==> config.mk <==
export PLATFORM = sky130hd
export DESIGN_NAME = mf3_cell
export DESIGN_NICKNAME = d
export VERILOG_FILES = /design/src/rtl/median_filter_3x3_defines.svh /design/src/rtl/mf3_pkg.sv /design/src/rtl/mf3_cell.sv
export SDC_FILE = /design/constraint.sdc
export NUM_CORES = 1
export LEC_CHECK = 0
export ABC_CLOCK_PERIOD_IN_PS = 800
export BUFFER_PORTS_ARGS = -buffer_cell sky130_fd_sc_hd__buf_4
export CAP_MARGIN = 10
export CORE_ASPECT_RATIO = 0.8
export CORE_UTILIZATION = 45
export CTS_BUF_LIST = sky130_fd_sc_hd__clkbuf_4 sky130_fd_sc_hd__clkbuf_8
export DETAILED_ROUTE_END_ITERATION = 6
export GPL_TIMING_DRIVEN = 0
export PLACE_DENSITY_LB_ADDON = 0.12
export SYNTH_ARGS = -nofsm -noshare
export SYNTH_HDL_FRONTEND = slang
export SYNTH_SLANG_ARGS = --single-unit
==> constraint.sdc <==
create_clock -name i_clk -period 0.8 [get_ports i_clk]
set_input_delay 0.16 -clock i_clk [delete_from_list [all_inputs] [get_ports i_clk]]
set_output_delay 0.16 -clock i_clk [all_outputs]
set_load 0.01 [all_outputs]
==> src/rtl/median_filter_3x3_defines.svh <==
// Assertion macros for the median filter RTL.
// All checks are clocked on i_clk and disabled while i_rst_n is low.
`ifndef MEDIAN_FILTER_3X3_DEFINES_SVH
`define MEDIAN_FILTER_3X3_DEFINES_SVH

// Same-cycle implication.
`define MF3_CHECK(lbl, ante, cons) \
    lbl: assert property (@(posedge i_clk) disable iff (!i_rst_n) (ante) |-> (cons)) \
        else $error("median filter check failed");

// Next-cycle implication.
`define MF3_CHECK_NEXT(lbl, ante, cons) \
    lbl: assert property (@(posedge i_clk) disable iff (!i_rst_n) (ante) |=> (cons)) \
        else $error("median filter check failed");

`endif

==> src/rtl/mf3_pkg.sv <==
package mf3_pkg;

    localparam int MAX_WIDTH = 1024;
    localparam int ADDR_W    = $clog2(MAX_WIDTH);
    localparam int PIX_W     = 8;
    localparam int WIDTH_W   = 11;
    localparam int HEIGHT_W  = 16;
    localparam int CFG_IDX_W = 2;
    localparam int CFG_DAT_W = 16;
    localparam int COLS      = 3;
    localparam int LINE_W    = 2 * PIX_W;

    localparam logic [WIDTH_W-1:0]  RST_FRAME_WIDTH  = WIDTH_W'(640);
    localparam logic [HEIGHT_W-1:0] RST_FRAME_HEIGHT = HEIGHT_W'(480);

    localparam logic [CFG_IDX_W-1:0] REG_FRAME_WIDTH  = CFG_IDX_W'(0);
    localparam logic [CFG_IDX_W-1:0] REG_FRAME_HEIGHT = CFG_IDX_W'(1);

    typedef logic [PIX_W-1:0] t_pix;

    typedef struct packed {
        t_pix lo;
        t_pix hi;
        t_pix med;
    } t_col;

    function automatic t_pix lo2(input t_pix x, input t_pix y);
        return (x < y) ? x : y;
    endfunction

    function automatic t_pix hi2(input t_pix x, input t_pix y);
        return (x > y) ? x : y;
    endfunction

    function automatic t_pix lo3(input t_pix x, input t_pix y, input t_pix z);
        return lo2(lo2(x, y), z);
    endfunction

    function automatic t_pix hi3(input t_pix x, input t_pix y, input t_pix z);
        return hi2(hi2(x, y), z);
    endfunction

    function automatic t_pix mid3(input t_pix x, input t_pix y, input t_pix z);
        return hi2(lo2(x, y), lo2(hi2(x, y), z));
    endfunction

endpackage

==> src/rtl/mf3_cell.sv <==
module mf3_cell (
    input  logic         i_clk,
    input  logic         i_rst_n,
    input  logic         i_shift,
    input  mf3_pkg::t_col i_col,
    output mf3_pkg::t_col o_col
);

    import mf3_pkg::*;

    t_col r_col;
    t_col n_col;

    always_comb begin
        n_col = r_col;
        if (i_shift) begin
            n_col = i_col;
        end
    end

    always_ff @(posedge i_clk) begin
        if (!i_rst_n) begin
            r_col <= '0;
        end else begin
            r_col <= n_col;
        end
    end

    assign o_col = r_col;

endmodule

---- Word-level counts from Yosys, hierarchy flattened ----
Index checks and enable logic that the tools add are counted.
word-level totals
  bits in latches ......................... 0
  bits in writable memories ............... 0
  register bits after elaboration ......... 24
  memories kept ........................... 0
  input port bits ......................... 27
  output and inout bits ................... 24
  logic and storage cells ................. 3
  ROM bits ................................ 0
operators by class
  mux-type cells .......................... 0
  reduce and logical (&&, ||, !) cells .... 0
  div/mod/pow operators ................... 0
  order comparisons ....................... 0
  shifts and indexed selects .............. 0
  add/subtract/negate cells ............... 0
  multipliers ............................. 0
  bitwise gates (word level) .............. 0
  eq/ne operators ......................... 0

---- Longest topological paths before layout ----
Gate-level depths: netlist of run 1.
  depth in word-level cells ............... 0
  mapped depth ............................ 4
  mapped depth without buffers ............ 2

---- Least setup slack after synthesis of run 1 ----
Ideal clock, no wire load.
  kind .................................... input-to-reg
  from .................................... input port i_shift
  to ...................................... register r_col (netlist bit o_col[0])
  data required time ...................... 684 ps
  setup time .............................. 116 ps
  arrival time ............................ 632 ps
  setup slack ............................. 52 ps
  buffers on the path ..................... 2
  stages .................................. 4
  cells stage by stage .................... buf_6 buf_12 mux2i_1 nor2b_1
RTL lines
  element               line            source
  from (decl)           mf3_cell.sv:4   input logic i_shift,
  to (signal assigned)  mf3_cell.sv:25  r_col <= n_col;
  to (decl)             mf3_cell.sv:11  t_col r_col;

---- Worst setup path after layout of run 1 ----
  from .................................... register r_col (netlist bit o_col[22])
  to ...................................... output port o_col[22] (netlist name)
RTL lines
  element    line           source
  to (decl)  mf3_cell.sv:6  output mf3_pkg::t_col o_col
No word-level cell between the ends.

==> flow_summary.json, run 1 <==
{
  "largest_reg_flops": 24,
  "violations": "negative setup slack",
  "dr.pass1.iters": 3,
  "crit_chain": "buf_6",
  "ios": 51,
  "grt_overflow": 0,
  "tritoncts.num_buffers": 3,
  "cp-end-kind": "output pin",
  "relSlewSlack_pct": 76.5,
  "grt_first_pass_wirelength_mm": 2.88,
  "final_nets": 161,
  "cts_tree": "yes",
  "tns_ns": -2.88,
  "hold_slack_ns": 0.0981,
  "clockBufferDepth": 2,
  "finalWorstSetupSlack_ns": -0.132,
  "power_density_mw_per_mm2": 1600,
  "initial_utilization_pct": 48.7,
  "finalCritPeriodShare_pct": 116,
  "ys_seq_elements": 24,
  "final_antenna_net_count": 0,
  "cp_max_fo": 2,
  "cts_hold_buf": 0,
  "min_path_type": "primary input to register",
  "place_congestion": 0.647,
  "clkLatencyLatePin_ns": 0.30,
  "cp_num_buf_inv": 1,
  "drive_gt1_share_pct": 63.2,
  "start_kind": "register",
  "avgRoutedWirePerCell_um": 12.1,
  "clock_skew_ns": 0,
  "finalHoldViolations": 0,
  "num_rows": 14,
  "syn-cell-area_um2": 930,
  "grt_pass1_vias": 689,
  "n_antenna_cell": 0,
  "worstMarginPinSlew_ns": 0.353,
  "ctsHtreeMaxLevel": 1,
  "area_delta_synth_final_pct": 62.9,
  "slowest_stage": "dfxtp_2",
  "syn_inst": 77,
  "setup_viol": 24,
  "ctsRootBufferMaster": "clkbuf_4",
  "leakagePower_nw": 0.719,
  "vias": 722,
  "routed_via_density": 4.60,
  "cp_top_family": "flip-flops",
  "dieArea_mm2": 0.00225,
  "cts.sink_count": 24,
  "dp_hpwl_mm": 1.39,
  "vdd_drop_max_uv": 1160,
  "critical_path_class": "register to output pin",
  "crit_arrival_ns": 0.77,
  "status": "finished with violations",
  "synth_nets": 104,
  "grt_max_degree": 14,
  "ys_seq_area_share_pct": 51.7,
  "drc": 0,
  "dpl_worst_slack_ns": -0.0301,
  "cap_viol_max_count": 0,
  "clk_pin_slew_ns": 0.12,
  "fillCellCount": 116,
  "drtIter0Drc": 2,
  "cp_data_required_time_ns": 0.64,
  "final_area_mm2": 0.00151,
  "fin_crit_ns": 0.932,
  "yosys_warnings": 0,
  "antenna_found_initial": 0,
  "core_area_mm2": 0.00191,
  "p_total_w": 0.00243,
  "finalMaxSlewViolations": 0,
  "grt_usage_pct": 19.0,
  "fmax_mhz": 1070,
  "fp.dieW_um": 52.8,
  "placed_cell_area_mm2": 0.00133,
  "route.final.wire_length_mm": 1.90,
  "slowest_delay_ns": 0.35,
  "syn_avg_cell_area_um2": 12.1,
  "synth_cell_types": 6,
  "rsz0062_at_grt": "yes",
  "portBuffers": 49,
  "die_y_um": 42.7
}
## cell families (layout without fill, tap and decap cells)
logic type	count (synthesis)	after routing	synth area share, %
and+or+nand+nor	24	24	16.2
buffers and inverters	5	61	6.33
muxes	24	24	25.8
DFF	24	24	51.7
## power by group
part | internal [W] | switching, W | leakage (nW)
logic | 0.000327 | 0.000170 | 0.492
clock network | 0.000278 | 0.000322 | 0.0210
registers | 0.00128 | 0.0000490 | 0.207
total | 0.00189 | 0.000541 | 0.719
## layout make-up
class / count / area [µm²] / area share, %
Sequential cell: 24 / 510 / 33.7
Timing Repair Buffer: 52 / 484 / 32.0
Multi-Input combinational cell: 48 / 394 / 26.0
Buffer: 5 / 58.8 / 3.88
Clock buffer: 4 / 36.3 / 2.40
Tap cell: 24 / 30.0 / 1.98
## worst paths after layout
check / from / end / slack (ns) / depth (start not counted)
worst min register to register: o_col[20] / o_col[20] / 0.54 / 2
worst max-delay path: o_col[22] / o_col[22] / -0.13 / 1
worst max register to register: o_col[13] / o_col[13] / 0.02 / 3
worst min-delay path: i_rst_n / o_col[7] / 0.1 / 2
## cells in the final DEF, fill, tap and decap left out, drive strengths merged
cell type   n
buf        55
nor2b      24
dfxtp      24
mux2i      24
clkbuf      6
## per-layer routing
metal | vias to the layer above | track usage (%) | routed length, µm
met3 | 5 | 8.24 | 131
met5 | - | 0 | 0
li1 | 363 | - | -
met2 | 28 | 34.4 | 1010
met4 | 0 | 9.47 | 33
met1 | 326 | 17.7 | 728
## synthesized netlist by cell type
cell / instances / area share (%)
mux2i_1: 24 / 26
nor2b_1: 24 / 16
buf_6: 1 / 1.2
buf_12: 2 / 4.3
clkbuf_1: 2 / 0.81
dfxtp_1: 24 / 52
## stage by stage
stage,util (%),cells
final,79.3,157
after global routing,79.3,157
after CTS,78.5,156
after detailed placement,69.5,150
after global placement,69.5,150
after floorplan,-,77
## what timing repair did
| action | 4_1_cts | 5_1_grt |
|---|---|---|
| setup buffers | 2 | 1 |
| gates resized for setup | 48 | 2 |
| endpoints found under the hold margin | 0 | 0 |
| endpoints found under the setup margin | 24 | 25 |
(Power assumes the default switching activity.)
==> inputs of run 2 (changes only) <==
--- a/config.mk
+++ b/config.mk
@@ -5,11 +5,13 @@
 export SDC_FILE = /design/constraint.sdc
 export NUM_CORES = 1
 export LEC_CHECK = 0
-export ABC_CLOCK_PERIOD_IN_PS = 800
+export ABC_CLOCK_PERIOD_IN_PS = 1000
 export BUFFER_PORTS_ARGS = -buffer_cell sky130_fd_sc_hd__buf_4
 export CAP_MARGIN = 10
+export CELL_PAD_IN_SITES_DETAIL_PLACEMENT = 0
+export CELL_PAD_IN_SITES_GLOBAL_PLACEMENT = 1
 export CORE_ASPECT_RATIO = 0.8
-export CORE_UTILIZATION = 45
+export CORE_UTILIZATION = 33
 export CTS_BUF_LIST = sky130_fd_sc_hd__clkbuf_4 sky130_fd_sc_hd__clkbuf_8
 export DETAILED_ROUTE_END_ITERATION = 6
 export GPL_TIMING_DRIVEN = 0
==> constraint.sdc (replaced) <==
create_clock -name i_clk -period 1 [get_ports i_clk]
set_input_delay 0.2 -clock i_clk [delete_from_list [all_inputs] [get_ports i_clk]]
set_output_delay 0.2 -clock i_clk [all_outputs]
set_load 0.01 [all_outputs]
==> run 2 against run 1 <==
Effect of this change:
- power decreased by 24%
- the run now ends clean
- sequential power shrank 20%
- non-clock buffer count fell by 3
- die area rose by 35%
- largest power group unchanged
- wire length is 2.3% lower
- sequential cell count stayed put
- via count is 2.2% lower
- first-iteration DRC count rose by 100%
==> flow_summary.json, run 2 (synthesized netlist as in run 1, its figures left out) <==
{
  "drive_gt1_share_pct": 61.2,
  "dr_wl_met3_um": 146,
  "drtIter0Drc": 4,
  "grt_usage_pct": 12.2,
  "wirelength_met1_um": 799,
  "avgRoutedWirePerCell_um": 11.3,
  "portBuffers": 49,
  "fmax_mhz": 1030,
  "top_layer": "met3",
  "core_area_mm2": 0.00256,
  "crit_arrival_ns": 0.77,
  "final_cell_mix": "buf_6, buf_4, mux2i_1, nor2b_1, dfxtp_2",
  "cts.sink_count": 24,
  "grt_max_degree": 13,
  "finalHoldViolations": 0,
  "placed_cell_area_mm2": 0.00134,
  "initial_utilization_pct": 36.3,
  "fin_crit_ns": 0.971,
  "critical_path_class": "register to output pin",
  "grt_overflow": 0,
  "wl_met2_um": 912,
  "slowest_stage": "dfxtp_2",
  "slowest_delay_ns": 0.35,
  "start_kind": "register",
  "rsz0062_at_grt": "yes",
  "r2r_setup_slack_ns": 0.34,
  "area_delta_synth_final_pct": 59.8,
  "cp_data_required_time_ns": 0.80,
  "cp_max_fo": 2,
  "status": "finished, final reports clean",
  "final_area_mm2": 0.00149,
  "final_antenna_net_count": 0,
  "min_path_type": "primary input to register",
  "die_y_um": 49.5,
  "clock_skew_ns": 0,
  "worstMarginPinSlew_ns": 0.376,
  "vias": 706,
  "finalMaxSlewViolations": 0,
  "clkLatencyLatePin_ns": 0.31,
  "largest_reg_flops": 24,
  "cts_tree": "yes",
  "drc": 0,
  "dieArea_mm2": 0.00303,
  "leakagePower_nw": 0.698,
  "power_density_mw_per_mm2": 1250,
  "final_util_pct": 58.0,
  "antenna_found_initial": 0,
  "routed_via_density": 4.28,
  "fillCellCount": 244,
  "cp_top_family": "flip-flops",
  "clk_pin_slew_ns": 0.12,
  "cap_viol_max_count": 0,
  "cp_num_buf_inv": 1,
  "dp_hpwl_mm": 1.35,
  "setup_viol": 0,
  "place_congestion": 0.693,
  "finalCritPeriodShare_pct": 97.1,
  "tritoncts.num_buffers": 3,
  "ctsRootBufferMaster": "clkbuf_4",
  "cts_hold_buf": 0,
  "clockBufferDepth": 2,
  "cp-end-kind": "output pin",
  "vdd_drop_max_uv": 729,
  "ios": 51,
  "post_cts_buffers": 0,
  "grt_first_pass_wirelength_mm": 2.73,
  "n_antenna_cell": 0,
  "dr.pass1.iters": 2,
  "crit_chain": "buf_6",
  "final_nets": 158,
  "num_rows": 16,
  "relSlewSlack_pct": 75.0,
  "ctsHtreeMaxLevel": 1,
  "route.final.wire_length_mm": 1.86,
  "grt_pass1_vias": 634,
  "fp.dieW_um": 61.3
}
[run 2: cell types whose count changed in the layout (fill, tap and decap cells not counted)]
cell      delta
mux2i_1      +1
buf_4        -2
buf_6        -1
mux2i_2      -1
clkbuf_8     -1
[run 2: where the power goes]
group | switching (W) | internal (W)
logic | 0.000130 | 0.000251
registers | 0.0000382 | 0.00102
clock network | 0.000267 | 0.000141
total | 0.000436 | 0.00142
[run 2: final cells by class]
type	instances	area, µm²	share of cell area (%)
sequential	24	510	34.4
timing repair buffer	49	458	30.8
multi-input combinational	48	390	26.3
buffer	5	58.8	3.96
tap	36	45.0	3.03
clock buffer	3	22.5	1.52
[run 2: worst paths after layout]
path / depth (start not counted) / end / start
worst min-delay path: 3 / o_col[1] / i_col[1]
worst min register to register: 2 / o_col[4] / o_col[4]
worst max-delay path: 1 / o_col[12] / o_col[12]
worst max register to register: 2 / o_col[7] / o_col[7]
[run 2: per-stage QoR]
stage	std cells	hold slack [ns]	setup slack (ns)	TNS [ns]	power, W
2_1_floorplan	77	0.328	0.212	0	0.00123
6_report	165	0.138	0.0292	0	0.00185
4_1_cts	165	0.131	0.000736	0	0.00183
3_5_place_dp	162	0.465	0.120	0	0.00141
5_1_grt	165	0.135	-0.0240	-0.158	0.00196
3_3_place_gp	162	0.448	0.159	0	0.00141
[run 2: what timing repair did]
action,in CTS,in global routing
setup endpoints to repair,5,24
resized for setup,5,43
pin swaps,0,0
[run 2: layer usage]
metal  vias to the layer above  GRT usage, %
met4                         0          2.22
met2                        31          20.1
met1                       315          14.6
met5                         -             0
li1                        360             -
met3                         0          5.77
==> inputs of run 3 (changes only) <==
--- a/config.mk
+++ b/config.mk
@@ -5,13 +5,14 @@
 export SDC_FILE = /design/constraint.sdc
 export NUM_CORES = 1
 export LEC_CHECK = 0
+export ABC_AREA = 1
 export ABC_CLOCK_PERIOD_IN_PS = 1000
 export BUFFER_PORTS_ARGS = -buffer_cell sky130_fd_sc_hd__buf_4
 export CAP_MARGIN = 10
 export CELL_PAD_IN_SITES_DETAIL_PLACEMENT = 0
 export CELL_PAD_IN_SITES_GLOBAL_PLACEMENT = 1
 export CORE_ASPECT_RATIO = 0.8
-export CORE_UTILIZATION = 33
+export CORE_UTILIZATION = 30
 export CTS_BUF_LIST = sky130_fd_sc_hd__clkbuf_4 sky130_fd_sc_hd__clkbuf_8
 export DETAILED_ROUTE_END_ITERATION = 6
 export GPL_TIMING_DRIVEN = 0
==> run 3 against run 2 <==
Effect of this change:
- worst hold slack improved by 0.059 ns
- worst setup slack improved by 0.032 ns
- critical endpoint is now o_col[14]
- critical path type unchanged
- final area fell by 2.1%
- register-to-register slack improved by 0.09 ns
==> flow_summary.json, run 3 <==
{
  "status": "finished, final reports clean",
  "synth_top_area_share_pct": 49.0,
  "final_common_cell": "buf_4",
  "power_density_mw_per_mm2": 1440,
  "antenna_found_initial": 0,
  "core_area_mm2": 0.00311,
  "place_congestion": 0.604,
  "cp_top_family": "flip-flops",
  "die_y_um": 53.1,
  "cts_tree": "yes",
  "crit_arrival_ns": 0.74,
  "drc": 0,
  "dp_hpwl_mm": 1.66,
  "cap_viol_max_count": 0,
  "fp.dieW_um": 65.9,
  "ctsRootBufferMaster": "clkbuf_8",
  "synth_cell_types": 7,
  "finalHoldViolations": 0,
  "relSlewSlack_pct": 87.2,
  "crit_chain": "buf_4",
  "fmax_mhz": 1070,
  "syn_inst": 151,
  "tns_ns": 0,
  "min_path_type": "primary input to register",
  "cp-end-kind": "output pin",
  "finalCritPeriodShare_pct": 93.8,
  "largest_reg_flops": 24,
  "ys_seq_area_share_pct": 49.0,
  "final_nets": 232,
  "syn-cell-area_um2": 981,
  "syn_avg_cell_area_um2": 6.50,
  "num_rows": 18,
  "slowest_delay_ns": 0.35,
  "grt_pass1_vias": 791,
  "slowest_stage": "dfxtp_1",
  "fin_crit_ns": 0.938,
  "synth_commonest_cells": "nand2_1, nor2_1, dfxtp_1, inv_1, buf_2",
  "dr.pass1.iters": 4,
  "synth_nets": 178,
  "ios": 51,
  "use_met1_pct": 14.9,
  "routed_via_density": 4.03,
  "drtIter0Drc": 10,
  "cp_max_fo": 2,
  "grt_usage_pct": 12.8,
  "clockBufferDepth": 2,
  "area_delta_synth_final_pct": 48.2,
  "synth-edff-count": 0,
  "route.final.wire_length_mm": 2.17,
  "leakagePower_nw": 0.855,
  "synth_flop_cell": "dfxtp_1",
  "top_usage_layer": "met2",
  "worstMarginPinSlew_ns": 0.192,
  "cts.sink_count": 24,
  "final_util_pct": 46.8,
  "yosys-top-cells-area": "dfxtp_1, nand2_1, nor2_1",
  "ys_seq_elements": 24,
  "dieArea_mm2": 0.00350,
  "dpl_worst_slack_ns": 0.208,
  "grt_overflow": 0,
  "finalWorstSetupSlack_ns": 0.0616,
  "avgRoutedWirePerCell_um": 8.89,
  "cp_data_required_time_ns": 0.80,
  "ctsHtreeMaxLevel": 1,
  "clkLatencyLatePin_ns": 0.26,
  "clock_skew_ns": 0,
  "grt_first_pass_wirelength_mm": 3.40,
  "post_cts_buffers": 0,
  "cp_num_buf_inv": 1,
  "vdd_drop_max_uv": 942,
  "final_cell_mix": "buf_4, nor2_1, nand2_1, inv_1, dfxtp_1",
  "portBuffers": 49,
  "yosys_warnings": 0,
  "tritoncts.num_buffers": 3,
  "cts_hold_buf": 0,
  "cts-resized-gates": 0,
  "initial_utilization_pct": 31.6,
  "critical_path_class": "register to output pin",
  "grt_max_degree": 14,
  "n_antenna_cell": 0,
  "drive_gt1_share_pct": 29.4,
  "vias": 984,
  "clk_pin_slew_ns": 0.08,
  "async_reset_ff_share_pct": 0,
  "rsz0062_at_grt": "no",
  "final_antenna_net_count": 0,
  "finalMaxSlewViolations": 0,
  "grt.met2_usage_pct": 22.8,
  "yosys.area.top_type": "dfxtp_1",
  "grt.met3_usage_pct": 4.53,
  "setup_viol": 0,
  "start_kind": "register"
}
-- run 3: cell count changes after synthesis, sizes merged --
cell    change
nand2      +48
nor2       +48
nor2b      -24
clkbuf      -2
buf         +4
inv        +24
mux2i      -24
-- run 3: metal layers --
layer  vias to the layer above  share of wire (%)
met3                         0                6.8
met2                        30                 46
li1                        529                  -
met5                         -                  0
met1                       425                 47
met4                         0                  0
-- run 3: kinds of logic after synthesis --
| group | share of synthesized area [%] |
|---|---|
| buffers and inverters | 14.3 |
| flip-flops | 49.0 |
| AND/OR/NAND/NOR | 36.7 |
-- run 3: worst paths after layout --
kind | startpoint | to | slack (ns) | cells past startpoint
min | i_rst_n | o_col[7] | 0.20 | 3
max | o_col[14] | o_col[14] | 0.06 | 1
max reg2reg | o_col[2] | o_col[2] | 0.43 | 2
min reg2reg | o_col[10] | o_col[10] | 0.47 | 2
-- run 3: metrics by stage --
step | instance area [µm²] | instances | hold slack, ns | power (W)
finish | 1450 | 244 | 0.197 | 0.00209
global route | 1450 | 244 | 0.195 | 0.00222
CTS | 1450 | 244 | 0.188 | 0.00214
detailed placement | 1400 | 240 | 0.463 | 0.00148
global placement | 1400 | 240 | 0.458 | 0.00147
floorplan | 981 | 151 | 0.320 | 0.00126
-- run 3: area by class of cell --
class | instances | area, µm²
timing repair buffer | 49 | 368
multi-input combinational | 96 | 360
fill | 355 | 1650
inverter | 24 | 90.1
clock buffer | 4 | 55.1
tap | 40 | 50.0
buffer | 7 | 50.0
sequential | 24 | 480
-- run 3: report_power, final --
group / internal, W / switching, W
logic: 0.000210 / 0.000179
clock network: 0.000351 / 0.000296
registers: 0.00102 / 0.0000343
